File: config.mk
export PLATFORM = sky130hd
export DESIGN_NAME = mnbs_ctrl
export DESIGN_NICKNAME = d
export VERILOG_FILES = /design/src/hdl/mnbs_pkg.sv /design/src/hdl/mnbs_ctrl.sv
export SDC_FILE = /design/constraint.sdc
export NUM_CORES = 1
export LEC_CHECK = 0
export BUFFER_PORTS_ARGS = -buffer_cell sky130_fd_sc_hd__buf_2
export CORE_AREA = 2 2 39 41
export CTS_CLUSTER_DIAMETER = 40
export CTS_CLUSTER_SIZE = 25
export DETAILED_ROUTE_END_ITERATION = 8
export DIE_AREA = 0 0 41 43
export PLACE_DENSITY = 0.78
export RECOVER_POWER = 50
export SLEW_MARGIN = 10
export SYNTH_ARGS = -nofsm -noshare
export SYNTH_HDL_FRONTEND = slang
export SYNTH_SLANG_ARGS = --single-unit
File: constraint.sdc
create_clock -name clk -period 3 [get_ports clk]
set_clock_uncertainty 0.05 [all_clocks]
set_input_delay 0.6 -clock clk [delete_from_list [all_inputs] [get_ports clk]]
set_output_delay 0.6 -clock clk [all_outputs]
set_load 0.02 [all_outputs]
File: src/hdl/mnbs_pkg.sv
// Shared types and constants for the minimum-energy block search.
package mnbs_pkg;

  localparam int DEGRID_W = 16;
  localparam int WIN_W    = 16;
  localparam int GAIN_W   = 25;
  localparam int CORR_W   = 32;
  localparam int PSD_W    = 64;
  localparam int SUM_W    = 63;
  localparam int EDGE     = 2;

  localparam int CFG_DATA_W = 32;
  localparam int CFG_ADDR_W = 4;

  localparam logic [DEGRID_W-1:0] DEGRID_RST = 16'hFFFF;
  localparam int                  BLOCKS_RST = 16;

  localparam logic [SUM_W-1:0]         SUM_MAX    = {SUM_W{1'b1}};
  localparam logic signed [GAIN_W-1:0] GAIN_MAX_C = 25'sh0FF_FFFF;
  localparam logic signed [GAIN_W-1:0] GAIN_MIN_C = 25'sh100_0000;
  localparam logic signed [CORR_W-1:0] CORR_MAX_C = 32'sh7FFF_FFFF;
  localparam logic signed [CORR_W-1:0] CORR_MIN_C = 32'sh8000_0000;

  typedef enum logic [1:0] {
    REG_DEGRID = 2'd0,
    REG_ACROSS = 2'd1,
    REG_DOWN   = 2'd2
  } reg_idx_t;

  // Datapath commands, one step of the bin sequence each
  typedef struct packed {
    logic capture;
    logic num_load;
    logic div_step;
    logic gain_load;
    logic corr_mul;
    logic corr_sub;
    logic square;
    logic psd_add;
    logic wmul;
    logic wsum;
    logic acc;
    logic close;
    logic publish;
  } dp_cmd_t;

  typedef struct packed {
    logic grid_zero;
    logic block_end;
    logic frame_end;
  } dp_stat_t;

endpackage

File: src/hdl/mnbs_ctrl.sv
// Sequencer for one bin beat: gain divide, correction, energy, block close.
module mnbs_ctrl #(
  parameter int SAMPLE_BITS = 24
) (
  input  logic               clk,
  input  logic               rst_n,
  input  logic               in_valid,
  input  logic               in_first_bin,
  output logic               in_stall,
  output mnbs_pkg::dp_cmd_t  cmd,
  input  mnbs_pkg::dp_stat_t stat,
  output logic               out_valid,
  input  logic               out_stall
);
  import mnbs_pkg::*;

  localparam int NUM_W = SAMPLE_BITS + DEGRID_W;
  localparam int CNT_W = $clog2(NUM_W);
  localparam logic [CNT_W-1:0] LAST_STEP = CNT_W'(NUM_W - 1);

  typedef enum logic [3:0] {
    S_IDLE, S_MULN, S_DIV, S_GAIN, S_CMUL, S_CSUB,
    S_SQR, S_PSD, S_WMUL, S_WSUM, S_ACC, S_CLOSE
  } state_t;

  state_t           state_r, state_nxt;
  logic [CNT_W-1:0] cnt_r;
  logic             out_valid_r;
  logic             out_free;

  assign out_free = !out_valid_r || !out_stall;

  always_comb begin
    state_nxt = state_r;
    unique case (state_r)
      S_IDLE:  if (in_valid) state_nxt = in_first_bin ? S_MULN : S_CMUL;
      S_MULN:  state_nxt = stat.grid_zero ? S_GAIN : S_DIV;
      S_DIV:   if (cnt_r == LAST_STEP) state_nxt = S_GAIN;
      S_GAIN:  state_nxt = S_CMUL;
      S_CMUL:  state_nxt = S_CSUB;
      S_CSUB:  state_nxt = S_SQR;
      S_SQR:   state_nxt = S_PSD;
      S_PSD:   state_nxt = S_WMUL;
      S_WMUL:  state_nxt = S_WSUM;
      S_WSUM:  state_nxt = S_ACC;
      S_ACC:   state_nxt = stat.block_end ? S_CLOSE : S_IDLE;
      S_CLOSE: if (!stat.frame_end || out_free) state_nxt = S_IDLE;
      default: state_nxt = S_IDLE;
    endcase
  end

  always_comb begin
    cmd = '0;
    unique case (state_r)
      S_IDLE:  cmd.capture   = in_valid;
      S_MULN:  cmd.num_load  = 1'b1;
      S_DIV:   cmd.div_step  = 1'b1;
      S_GAIN:  cmd.gain_load = 1'b1;
      S_CMUL:  cmd.corr_mul  = 1'b1;
      S_CSUB:  cmd.corr_sub  = 1'b1;
      S_SQR:   cmd.square    = 1'b1;
      S_PSD:   cmd.psd_add   = 1'b1;
      S_WMUL:  cmd.wmul      = 1'b1;
      S_WSUM:  cmd.wsum      = 1'b1;
      S_ACC:   cmd.acc       = 1'b1;
      S_CLOSE: begin
        // frame end holds here until the result register is free
        cmd.close   = !stat.frame_end || out_free;
        cmd.publish = stat.frame_end && out_free;
      end
      default: ;
    endcase
  end

  always_ff @(posedge clk) begin
    if (!rst_n) begin
      state_r     <= S_IDLE;
      cnt_r       <= '0;
      out_valid_r <= 1'b0;
    end else begin
      state_r <= state_nxt;
      if (state_r == S_DIV) cnt_r <= cnt_r + CNT_W'(1);
      else                  cnt_r <= '0;
      if (cmd.publish)   out_valid_r <= 1'b1;
      else if (out_free) out_valid_r <= 1'b0;
    end
  end

  assign in_stall  = (state_r != S_IDLE);
  assign out_valid = out_valid_r;

endmodule

==> results.py <==
metrics = {
    "floorplanning": {
        "start_util_pct": 46.38,
        "die_w_um": 41,
        "die_h_um": 43,
        "design.core.area_mm2": 0.001384,
        "die_area_mm2": 0.001763,
        "rows": 14,
        "io_pins": 23,
    },
    "clock_tree": {
        "path_clk_slew_ns": 0.06,
        "insertion_delay_ns": 0.26,
        "cts_tree": "built",
        "root_buffer": "clkbuf_4",
        "htree_levels": 1,
        "clock_sinks": 11,
        "cts_buffers": 3,
        "postCtsSetupBuffers": 0,
        "clk_path_buf_depth": 2,
        "holdBufCountCts": 0,
        "cts-resized-gates": 0,
    },
    "routing": {
        "drc": 0,
        "drt-vias-per-instance": 5.451,
        "dr.first_iter.drc_count": 7,
        "dr_total_vias": 665,
        "avgRoutedWirePerCell_um": 11.44,
        "antenna_left": 0,
        "wirelength_mm": 1.396,
        "drt_first_pass_iters": 2,
    },
    "critical_path": {
        "end_kind": "primary output",
        "startpoint_type": "flop",
        "max_stage_delay_ns": 0.60,
        "path_class": "reg -> out",
        "crit_chain": "nor4b_1 -> buf_2",
        "reg2reg_from": "state_r[1]",
        "slowest_stage": "dfxtp_1",
        "worstPathMaxFanout": 16,
        "crit_start": "state_r[1]",
        "reg2reg_depth": 4,
        "arrival_ns": 1.74,
        "crit_required_ns": 2.35,
    },
    "finish": {
        "final_util_pct": 55.61,
        "diodes": 0,
        "nets": 116,
        "mostFrequentLayoutCell": "buf_2",
        "layout.cells.most_common_list": "buf_2 (20), nor2_1 (13), dfxtp_1 (11)",
        "drive_gt1_share_pct": 23.58,
        "syn_to_final_growth_pct": 19.88,
    },
    "placed_design": {
        "place_congestion": 0.6945,
        "dp_slack_ns": 0.9146,
        "io_buffers": 22,
        "hpwl_mm": 1.087,
    },
    "timing": {
        "tns_ns": 0,
        "rsz0062_at_grt": "false",
        "fin_crit_sh_pct": 79.67,
        "final_hold_viol_count": 0,
        "tightest_slew_ns": 0.6369,
        "max_slew_margin_pct": 56.94,
        "max_freq_ghz": 0.4184,
        "drv_slew": 0,
        "period_needed_ns": 2.390,
        "worst_slack_ns": 0.6098,
        "finalSetupViolCount": 0,
    },
    "logic_synthesis": {
        "syn_nets": 93,
        "synth_edf_count": 0,
        "ys_seq_elements": 11,
        "ys_types": 31,
        "synth_top_area_cell": "dfxtp_1",
        "synth_ff_type": "dfxtp_1",
        "synth_area_leaders": "dfxtp_1 (34%), nor2_1 (7.6%), nor3_1 (4.7%), a21oi_1 (3.9%), nand2b_1 (3.9%)",
        "syn_avg_cell_area_um2": 7.641,
        "ys_warn_count": 0,
        "syn_inst": 84,
        "mappedNetlistArea_um2": 641.9,
        "yosysTopAreaCellShare_pct": 34.31,
        "synth-async-reset-ratio_pct": 0,
        "yosysSeqAreaShare_pct": 34.31,
    },
    "global_route": {
        "grt_pass1_vias": 542,
        "track_usage_pct": 16.90,
        "antenna_found_initial": 0,
        "grt_pass1_wl_mm": 2.049,
        "grt-ovfl-total": 0,
        "grt_max_degree": 17,
    },
    "power_and_ir_drop": {
        "power_density_mw_per_mm2": 792.5,
        "power_leakage_uw": 0.0003319,
        "peakVddDrop_mv": 0.3470,
    },
    "min_path": {
        "min_from": "cnt_r[0]",
        "hold_path_depth": 1,
        "min_path_type": "reg -> reg",
    },
    "outcome": {
        "status": "complete, no violations",
    },
    "flow_run": {
        "drv_cap": 0,
    },
}
## cells in the mapped netlist (2+ instances only)
library cell	instances
nor2_1	13
a21oi_1	5
nand2_1	6
inv_1	5
dfxtp_1	11
nand3_1	2
o21ai_0	3
clkbuf_1	4
xor2_1	2
nor3_1	6
xnor2_1	2
nand2b_1	4
and3_1	3
## routing by layer
layer  vias up  share of wire [%]  wire length [um]  GRT usage (%)
met5         -                  0                 0              0
met2        14                 53               736          30.94
li1        341                  -                 -              -
met1       306                 42               587          16.50
met3         4                3.7                51          1.571
met4         0                1.5                21          10.00
## path summary, 6_finish.rpt
| kind | to | slack (ns) |
|---|---|---|
| worst max-delay path | cmd[10] | 0.61 |
| worst min-delay path | cnt_r[0] | 0.40 |
| worst max register to register | state_r[0] | 1.10 |
| worst min register to register | cnt_r[0] | 0.40 |
## kinds of logic (layout without fill, tap and decap cells)
kind of cell,Yosys count,after routing,synth area share [%]
adders and majority gates,1,1,1.949
muxes,1,1,1.754
buffers and inverters,9,31,5.263
xor gates and xnor gates,4,4,5.459
DFF,11,11,34.31
and+or+nand+nor,41,41,33.92
AOI/OAI and AO/OA,17,17,17.35
## power by group
part           leakage (uW)  internal, uW  switching (uW)
combinational      0.000228           112             163
sequential        0.0000893           169            68.2
clock             0.0000150          51.4            46.6
total              0.000332           332             278
## stage by stage
stage	cell area, um^2	hold slack [ns]	instances	total power, uW
2_1_floorplan	641.9	0.3675	84	446.7
3_3_place_gp	757.0	0.3837	118	517.1
3_5_place_dp	757.0	0.3929	118	524.5
4_1_cts	783.3	0.4056	122	626.6
5_1_grt	769.5	0.4281	122	658.1
6_report	769.5	0.4010	122	609.8
## sequential cells by signal, summed over array words and instances (netlist names)
| name | flops |
|---|---|
| out_valid | 1 |
| cnt_r | 6 |
| state_r | 4 |
## area by class of cell
cell class	count	area, um^2
Tap cell	16	20.02
Timing Repair Buffer	22	107.6
Clock buffer	4	26.28
Multi-Input combinational cell	64	376.6
Inverter	5	18.77
Sequential cell	11	220.2
Fill cell	147	614.3
## worst max-delay path, delay by kind of cell (launching register included)
| kind | cells | cell delay, ns |
|---|---|---|
| buffers and inverters | 1 | 0.28 |
| flip-flops | 1 | 0.60 |
| AND/OR/NAND/NOR | 1 | 0.59 |
Note: power is estimated with default switching activity, not from simulation.
