--- config.mk ---
export PLATFORM = sky130hd
export DESIGN_NAME = mnbs_cfg
export DESIGN_NICKNAME = d
export VERILOG_FILES = /design/src/hdl/mnbs_pkg.sv /design/src/hdl/mnbs_cfg.sv
export SDC_FILE = /design/constraint.sdc
export NUM_CORES = 1
export LEC_CHECK = 0
export BUFFER_PORTS_ARGS = -buffer_cell sky130_fd_sc_hd__buf_2
export CORE_MARGIN = 2
export CORE_UTILIZATION = 25
export DETAILED_ROUTE_END_ITERATION = 10
export PLACE_DENSITY_LB_ADDON = 0.08
export REMOVE_ABC_BUFFERS = 1
export SETUP_SLACK_MARGIN = 0.2
export SYNTH_ARGS = -nofsm -noshare
export SYNTH_HDL_FRONTEND = slang
export SYNTH_SLANG_ARGS = --single-unit
--- constraint.sdc ---
create_clock -name clk -period 2.2 [get_ports clk]
set_input_delay 0.22 -clock clk [delete_from_list [all_inputs] [get_ports clk]]
set_output_delay 0.22 -clock clk [all_outputs]
set_load 0.02 [all_outputs]
--- src/hdl/mnbs_pkg.sv ---
// Shared types and constants for the minimum-energy block search.
package mnbs_pkg;

  localparam int DEGRID_W = 16;
  localparam int WIN_W    = 16;
  localparam int GAIN_W   = 25;
  localparam int CORR_W   = 32;
  localparam int PSD_W    = 64;
  localparam int SUM_W    = 63;
  localparam int EDGE     = 2;

  localparam int CFG_DATA_W = 32;
  localparam int CFG_ADDR_W = 4;

  localparam logic [DEGRID_W-1:0] DEGRID_RST = 16'hFFFF;
  localparam int                  BLOCKS_RST = 16;

  localparam logic [SUM_W-1:0]         SUM_MAX    = {SUM_W{1'b1}};
  localparam logic signed [GAIN_W-1:0] GAIN_MAX_C = 25'sh0FF_FFFF;
  localparam logic signed [GAIN_W-1:0] GAIN_MIN_C = 25'sh100_0000;
  localparam logic signed [CORR_W-1:0] CORR_MAX_C = 32'sh7FFF_FFFF;
  localparam logic signed [CORR_W-1:0] CORR_MIN_C = 32'sh8000_0000;

  typedef enum logic [1:0] {
    REG_DEGRID = 2'd0,
    REG_ACROSS = 2'd1,
    REG_DOWN   = 2'd2
  } reg_idx_t;

  // Datapath commands, one step of the bin sequence each
  typedef struct packed {
    logic capture;
    logic num_load;
    logic div_step;
    logic gain_load;
    logic corr_mul;
    logic corr_sub;
    logic square;
    logic psd_add;
    logic wmul;
    logic wsum;
    logic acc;
    logic close;
    logic publish;
  } dp_cmd_t;

  typedef struct packed {
    logic grid_zero;
    logic block_end;
    logic frame_end;
  } dp_stat_t;

endpackage

--- src/hdl/mnbs_cfg.sv ---
// Configuration register file behind the APB-style port.
module mnbs_cfg #(
  parameter int INDEX_BITS = 8
) (
  input  logic                             clk,
  input  logic                             rst_n,
  input  logic                             psel,
  input  logic                             penable,
  input  logic                             pwrite,
  input  logic [mnbs_pkg::CFG_ADDR_W-1:0]  paddr,
  input  logic [mnbs_pkg::CFG_DATA_W-1:0]  pwdata,
  output logic [mnbs_pkg::CFG_DATA_W-1:0]  prdata,
  output logic                             pready,
  output logic [mnbs_pkg::DEGRID_W-1:0]    degrid,
  output logic [INDEX_BITS-1:0]            blocks_across,
  output logic [INDEX_BITS-1:0]            blocks_down
);
  import mnbs_pkg::*;

  logic [DEGRID_W-1:0]   degrid_r;
  logic [INDEX_BITS-1:0] across_r;
  logic [INDEX_BITS-1:0] down_r;
  reg_idx_t              idx;
  logic                  wr_en;

  assign idx    = reg_idx_t'(paddr[3:2]);
  assign wr_en  = psel & penable & pwrite;
  assign pready = 1'b1;

  always_ff @(posedge clk) begin
    if (!rst_n) begin
      degrid_r <= DEGRID_RST;
      across_r <= INDEX_BITS'(BLOCKS_RST);
      down_r   <= INDEX_BITS'(BLOCKS_RST);
    end else if (wr_en) begin
      unique case (idx)
        REG_DEGRID: degrid_r <= pwdata[DEGRID_W-1:0];
        REG_ACROSS: across_r <= pwdata[INDEX_BITS-1:0];
        REG_DOWN:   down_r   <= pwdata[INDEX_BITS-1:0];
        default: ;
      endcase
    end
  end

  always_comb begin
    unique case (idx)
      REG_DEGRID: prdata = CFG_DATA_W'(degrid_r);
      REG_ACROSS: prdata = CFG_DATA_W'(across_r);
      REG_DOWN:   prdata = CFG_DATA_W'(down_r);
      default:    prdata = '0;
    endcase
  end

  assign degrid        = degrid_r;
  assign blocks_across = across_r;
  assign blocks_down   = down_r;

endmodule

==> results.py, run 1 <==
metrics = {
    "pwr": {
        "worst_ir_drop_vdd_mv": 0.1954,
        "power_density_nw_per_um2": 597.8,
        "p_leak_nw": 1.091,
    },
    "cells_and_area": {
        "layout_common_cells": "70 x buf_2, 32 x dfxtp_1, 29 x nand2_1",
        "finalNetCount": 300,
        "area_growth_pct": 26.72,
        "drive_gt1_share_pct": 35.38,
        "n_antenna_cell": 0,
        "layout_commonest_cell": "buf_2",
        "final_cells": 337,
        "finish.utilization_pct": 33.17,
    },
    "timing": {
        "fin_skew_ns": 0,
        "slew_violations": 0,
        "tightest_slew_ns": 0.5625,
        "finalHoldViolations": 0,
        "tns_ns": 0,
        "setup_violations": 0,
        "fmax_ghz": 0.6268,
        "slew_headroom_pct": 62.50,
        "whs_ns": 0.2145,
        "fin_crit_ns": 1.595,
        "final_min_period_over_clock_period_pct": 72.52,
        "rsz0062_at_grt": "no",
    },
    "clocking": {
        "clock_latency_ns": 0.29,
        "hold_buffers": 0,
        "numCtsBuffers": 5,
        "cts.clk_slew.worst_paths_ns": 0.07,
        "cts-resized-gates": 0,
        "cts_tree": "done",
        "post_cts_buffers": 0,
        "clock_path_buffers": 2,
        "cts_root_buf": "clkbuf_8",
        "clock-sinks": 32,
        "h-tree-depth": 2,
    },
    "worst_setup_path": {
        "cp_num_buf_inv": 3,
        "worstPathCellList": "buf_2 > buf_4 > mux2i_1 > o21ai_0 > buf_2",
        "cpMostUsedCell": "buf_2",
        "reg2reg_from": "degrid[3]",
        "path_delay_family": "buffers and inverters",
        "crit_arrival_ns": 1.38,
        "critPathCaptureType": "primary output",
        "regToRegSetupSlack_ns": 1.52,
        "crit_slowest_cell": "buf_2",
        "crit_fanout": 19,
        "rr_endpoint": "degrid[3]",
        "startpoint_type": "input pin",
        "crit_type": "input pin to primary output",
        "r2r_cells": 2,
        "crit_required_ns": 1.98,
        "slowest_delay_ns": 0.36,
    },
    "global_route": {
        "grt-busiest-layer": "met2",
        "grt_first_pass_wirelength_mm": 7.693,
        "use_met3_pct": 3.714,
        "grtUsageMet2_pct": 20.51,
        "grt_pass1_vias": 1477,
        "grt.total_usage_pct": 13.66,
        "antenna_found_initial": 0,
        "grtUsageMet1_pct": 18.89,
        "grt_max_degree": 27,
        "grt_overflow": 0,
    },
    "min_path": {
        "hold_class": "input pin to flip-flop",
        "holdPathStages": 3,
        "hold_end": "blocks_down[0]",
        "min-delay-start": "pwdata[0]",
    },
    "route": {
        "drc": 0,
        "route.antenna.remaining_nets": 0,
        "vias_per_cell": 4.445,
        "drt_iter0_markers": 48,
        "routed_wl_mm": 4.858,
        "dr.pass1.iters": 4,
        "via_count": 1498,
        "routedWlPerCell_um": 14.42,
    },
    "placement": {
        "port-buffer-count": 70,
        "place.detailed.hpwl_mm": 3.280,
        "dp_cells": 329,
        "place_congestion": 0.6729,
    },
    "die": {
        "dieArea_sq_um": 7436,
        "num_rows": 29,
        "fp.dieW_um": 86.23,
        "core_area_sq_um": 6459,
        "die_h_um": 86.23,
        "start_util_pct": 26.17,
        "ios": 106,
    },
    "yosys": {
        "synth_xor_area_share_pct": 0,
        "synth-seq-cells": 32,
        "syn_area_sq_um": 1690,
        "synth.mux.area_fraction_pct": 14.80,
        "synth_top_family_by_area": "simple AND/OR/NAND/NOR gates",
        "synth_top_area_share_pct": 37.90,
        "synth_area_leaders": "dfxtp_1 38%, mux2i_1 15%, buf_4 8.9%, or4b_1 7.7%, o211ai_1 6.7%",
        "syn_avg_cell_area_sq_um": 8.850,
        "synthAdderAreaFrac_pct": 0,
        "synth-seq-area-share_pct": 37.90,
        "ys_types": 20,
        "synth_warnings": 0,
        "yosysTopAreaCell": "dfxtp_1",
        "synth_compound_area_share_pct": 9.030,
        "postSynthCellCount": 191,
        "synth-simple-area-share_pct": 21.69,
    },
    "status": {
        "status": "completed",
    },
    "run": {
        "max_cap_violations": 0,
    },
}
-- flip-flops by register name, summed over array words and instances, names as in the netlist --
register and flops:
blocks_across 8, degrid 16, blocks_down 8
-- kinds of logic after synthesis --
group | Yosys count
other | 2
multiplexers | 25
flip-flops | 32
AND/OR/NAND/NOR | 61
AO/OA/AOI/OAI | 23
buffers and inverters | 48
-- final cells by class --
cell class,instances,area [sq um]
fill,703,4317
multi-input combinational,126,838.3
sequential,32,640.6
timing repair buffer,79,417.9
tap,77,96.34
clock buffer,6,82.58
inverter,15,56.30
clock inverter,2,10.01
-- where the power goes --
group          switching (mW)  internal [mW]  leakage (nW)
combinational           0.136         0.0648         0.781
sequential            0.00649          0.589         0.259
clock                   0.234          0.250        0.0510
-- cell usage after synthesis --
master     n
dfxtp_1   32
buf_2      1
clkbuf_1   9
o211ai_1  15
nor3_1     8
buf_4     20
nor3b_1    1
nand3_2    1
or4b_1    13
or3b_1     1
nand2_1   29
nor3_2     1
buf_6      2
or4b_2     2
clkbuf_2   1
conb_1     2
o21ai_0    8
nor2b_1    5
inv_1     15
mux2i_1   25
-- worst max-delay path by stage --
stage | startpoint | end | cells after the start
finish | paddr[3] | prdata[2] | 5
global route | paddr[3] | prdata[2] | 5
CTS | paddr[3] | prdata[2] | 5
detailed placement | paddr[3] | prdata[2] | 5
global placement | paddr[3] | blocks_down[0] | 3
floorplan | pwrite | blocks_across[0] | 3
-- worst min-delay path: cells and delay by family --
family | cells | cell delay [ns]
muxes | 1 | 0.06
buffers and inverters | 1 | 0.10
and+or+nand+nor | 1 | 0.07
-- routing by layer --
metal  vias to the layer above  part of all wire, %
li1                        754                    -
met1                       675                   50
met2                        62                   42
met3                         7                  6.6
met4                         0                  1.3
met5                         -                    0
-- metrics by stage --
step | worst slack, ns | power (mW) | instance area, sq um
after floorplan | 0.5245 | 0.7141 | 1530
after global placement | 0.5714 | 0.8127 | 2049
after detailed placement | 0.5794 | 0.8116 | 2049
after CTS | 0.5799 | 1.297 | 2142
after global routing | 0.4806 | 1.345 | 2142
final | 0.6045 | 1.281 | 2142
Note: power is estimated with default switching activity, not from simulation.
==> run 2: changes to the inputs <==
==> constraint.sdc (replaced) <==
create_clock -name clk -period 1.6 [get_ports clk]
set_input_delay 0.16 -clock clk [delete_from_list [all_inputs] [get_ports clk]]
set_output_delay 0.16 -clock clk [all_outputs]
set_load 0.02 [all_outputs]
==> results.py, run 2 (synthesis gave the netlist of run 1 again) <==
metrics = {
    "worst_setup_path": {
        "startpoint_type": "flip-flop",
        "crit_required_ns": 1.44,
        "r2r_cells": 2,
        "critPathCaptureType": "primary output",
        "cp-startpoint": "degrid[5]",
        "rr_endpoint": "degrid[5]",
        "regToRegSetupSlack_ns": 0.93,
        "crit_fanout": 3,
        "reg2reg_from": "degrid[5]",
        "crit_type": "flip-flop to primary output",
        "crit_arrival_ns": 1.09,
    },
    "cells_and_area": {
        "layout_common_cells": "70 x buf_2, 32 x dfxtp_1, 29 x nand2_1",
        "drive_gt1_share_pct": 36.60,
        "finalNetCount": 306,
        "largest_reg_flops": 16,
        "area_growth_pct": 30.35,
        "n_antenna_cell": 0,
        "fin_area_sq_um": 2203,
        "nFillCells": 702,
        "layout_commonest_cell": "buf_2",
    },
    "route": {
        "via_count": 1504,
        "dr.pass1.iters": 2,
        "vias_per_cell": 4.398,
        "routed_wl_mm": 4.796,
        "route.antenna.remaining_nets": 0,
        "highest_layer": "met4",
        "drc": 0,
        "routedWlPerCell_um": 14.02,
        "drt_iter0_markers": 31,
        "drt-met1-wl_mm": 2.369,
        "dr_wl_met2_mm": 2.110,
        "dr_wl_met3_um": 275,
    },
    "clocking": {
        "cts_root_buf": "clkbuf_8",
        "cts-resized-gates": 0,
        "hold_buffers": 0,
        "clock-sinks": 32,
        "post_cts_buffers": 0,
        "clock_path_buffers": 2,
        "numCtsBuffers": 5,
        "clock_latency_ns": 0.28,
        "h-tree-depth": 2,
        "cts_tree": "done",
        "cts.clk_slew.worst_paths_ns": 0.07,
    },
    "global_route": {
        "grt_overflow": 0,
        "grt_max_degree": 24,
        "grt_pass1_vias": 1443,
        "antenna_found_initial": 0,
        "grt_first_pass_wirelength_mm": 7.417,
        "grt.total_usage_pct": 13.09,
    },
    "placement": {
        "port-buffer-count": 70,
        "place.detailed.hpwl_mm": 3.456,
        "placed_area_sq_um": 2107,
        "place_congestion": 0.6781,
    },
    "min_path": {
        "hold_end": "blocks_down[5]",
        "holdPathStages": 3,
        "hold_class": "input pin to flip-flop",
        "min-delay-start": "pwdata[5]",
    },
    "timing": {
        "whs_ns": 0.1504,
        "setup_violations": 0,
        "fmax_ghz": 0.7969,
        "tightest_slew_ns": 0.5746,
        "rsz0062_at_grt": "no",
        "final_min_period_over_clock_period_pct": 78.43,
        "slew_violations": 0,
        "finalHoldViolations": 0,
        "fin_skew_ns": 0,
        "slew_headroom_pct": 61.70,
        "fin_crit_ns": 1.255,
    },
    "status": {
        "status": "completed",
    },
    "pwr": {
        "power.total_mw": 1.796,
        "power_density_nw_per_um2": 815.3,
        "worst_ir_drop_vdd_mv": 0.3513,
        "p_leak_nw": 1.124,
    },
    "die": {
        "dieArea_sq_um": 7436,
        "die_h_um": 86.23,
        "core_area_sq_um": 6459,
        "start_util_pct": 26.17,
        "ios": 106,
        "fp.dieW_um": 86.23,
        "num_rows": 29,
    },
    "run": {
        "max_cap_violations": 0,
    },
}
run 2: cell count changes in the layout (fill, tap and decap cells not counted):
cell	delta
buf_4	+5
clkbuf_8	+1
buf_12	+1
clkinv_2	-2
run 2: final cells by class:
type                       instances  area [sq um]  area share, %
inverter                          15         56.30          2.555
clock buffer                       7         96.34          4.373
multi-input combinational        126         838.3          38.05
tap                               77         96.34          4.373
timing repair buffer              85         475.5          21.58
sequential                        32         640.6          29.07
run 2: worst max path at each step:
stage,endpoint,slack (ns)
6_report,prdata[5],0.35
5_1_grt,prdata[5],0.25
4_1_cts,prdata[6],0.32
3_5_place_dp,blocks_down[3],0.24
3_3_place_gp,blocks_down[4],0.25
2_1_floorplan,blocks_across[0],-0.02
run 2: per-stage QoR:
step	utilization (%)	worst slack, ns	setup TNS, ns	std cells
2_1_floorplan	-	-0.01546	-0.1236	173
3_3_place_gp	32.62	0.2463	0	335
3_5_place_dp	32.62	0.2360	0	335
4_1_cts	34.11	0.3242	0	342
5_1_grt	34.11	0.2536	0	342
6_report	34.11	0.3452	0	342
run 2: routing by layer:
layer,global-route usage [%],vias up
met5,0,-
li1,-,764
met2,20.44,58
met3,3.524,5
met1,17.79,677
met4,3.835,0
run 2: worst max-delay path: stages (launching register included):
cell and delay [ns]:
dfxtp_1 0.39, mux2i_1 0.08, o21ai_0 0.15, buf_2 0.19
run 2: power breakdown:
group / leakage, nW / switching, mW / internal (mW)
clock network: 0.0503 / 0.304 / 0.383
logic: 0.814 / 0.188 / 0.102
registers: 0.259 / 0.00895 / 0.810
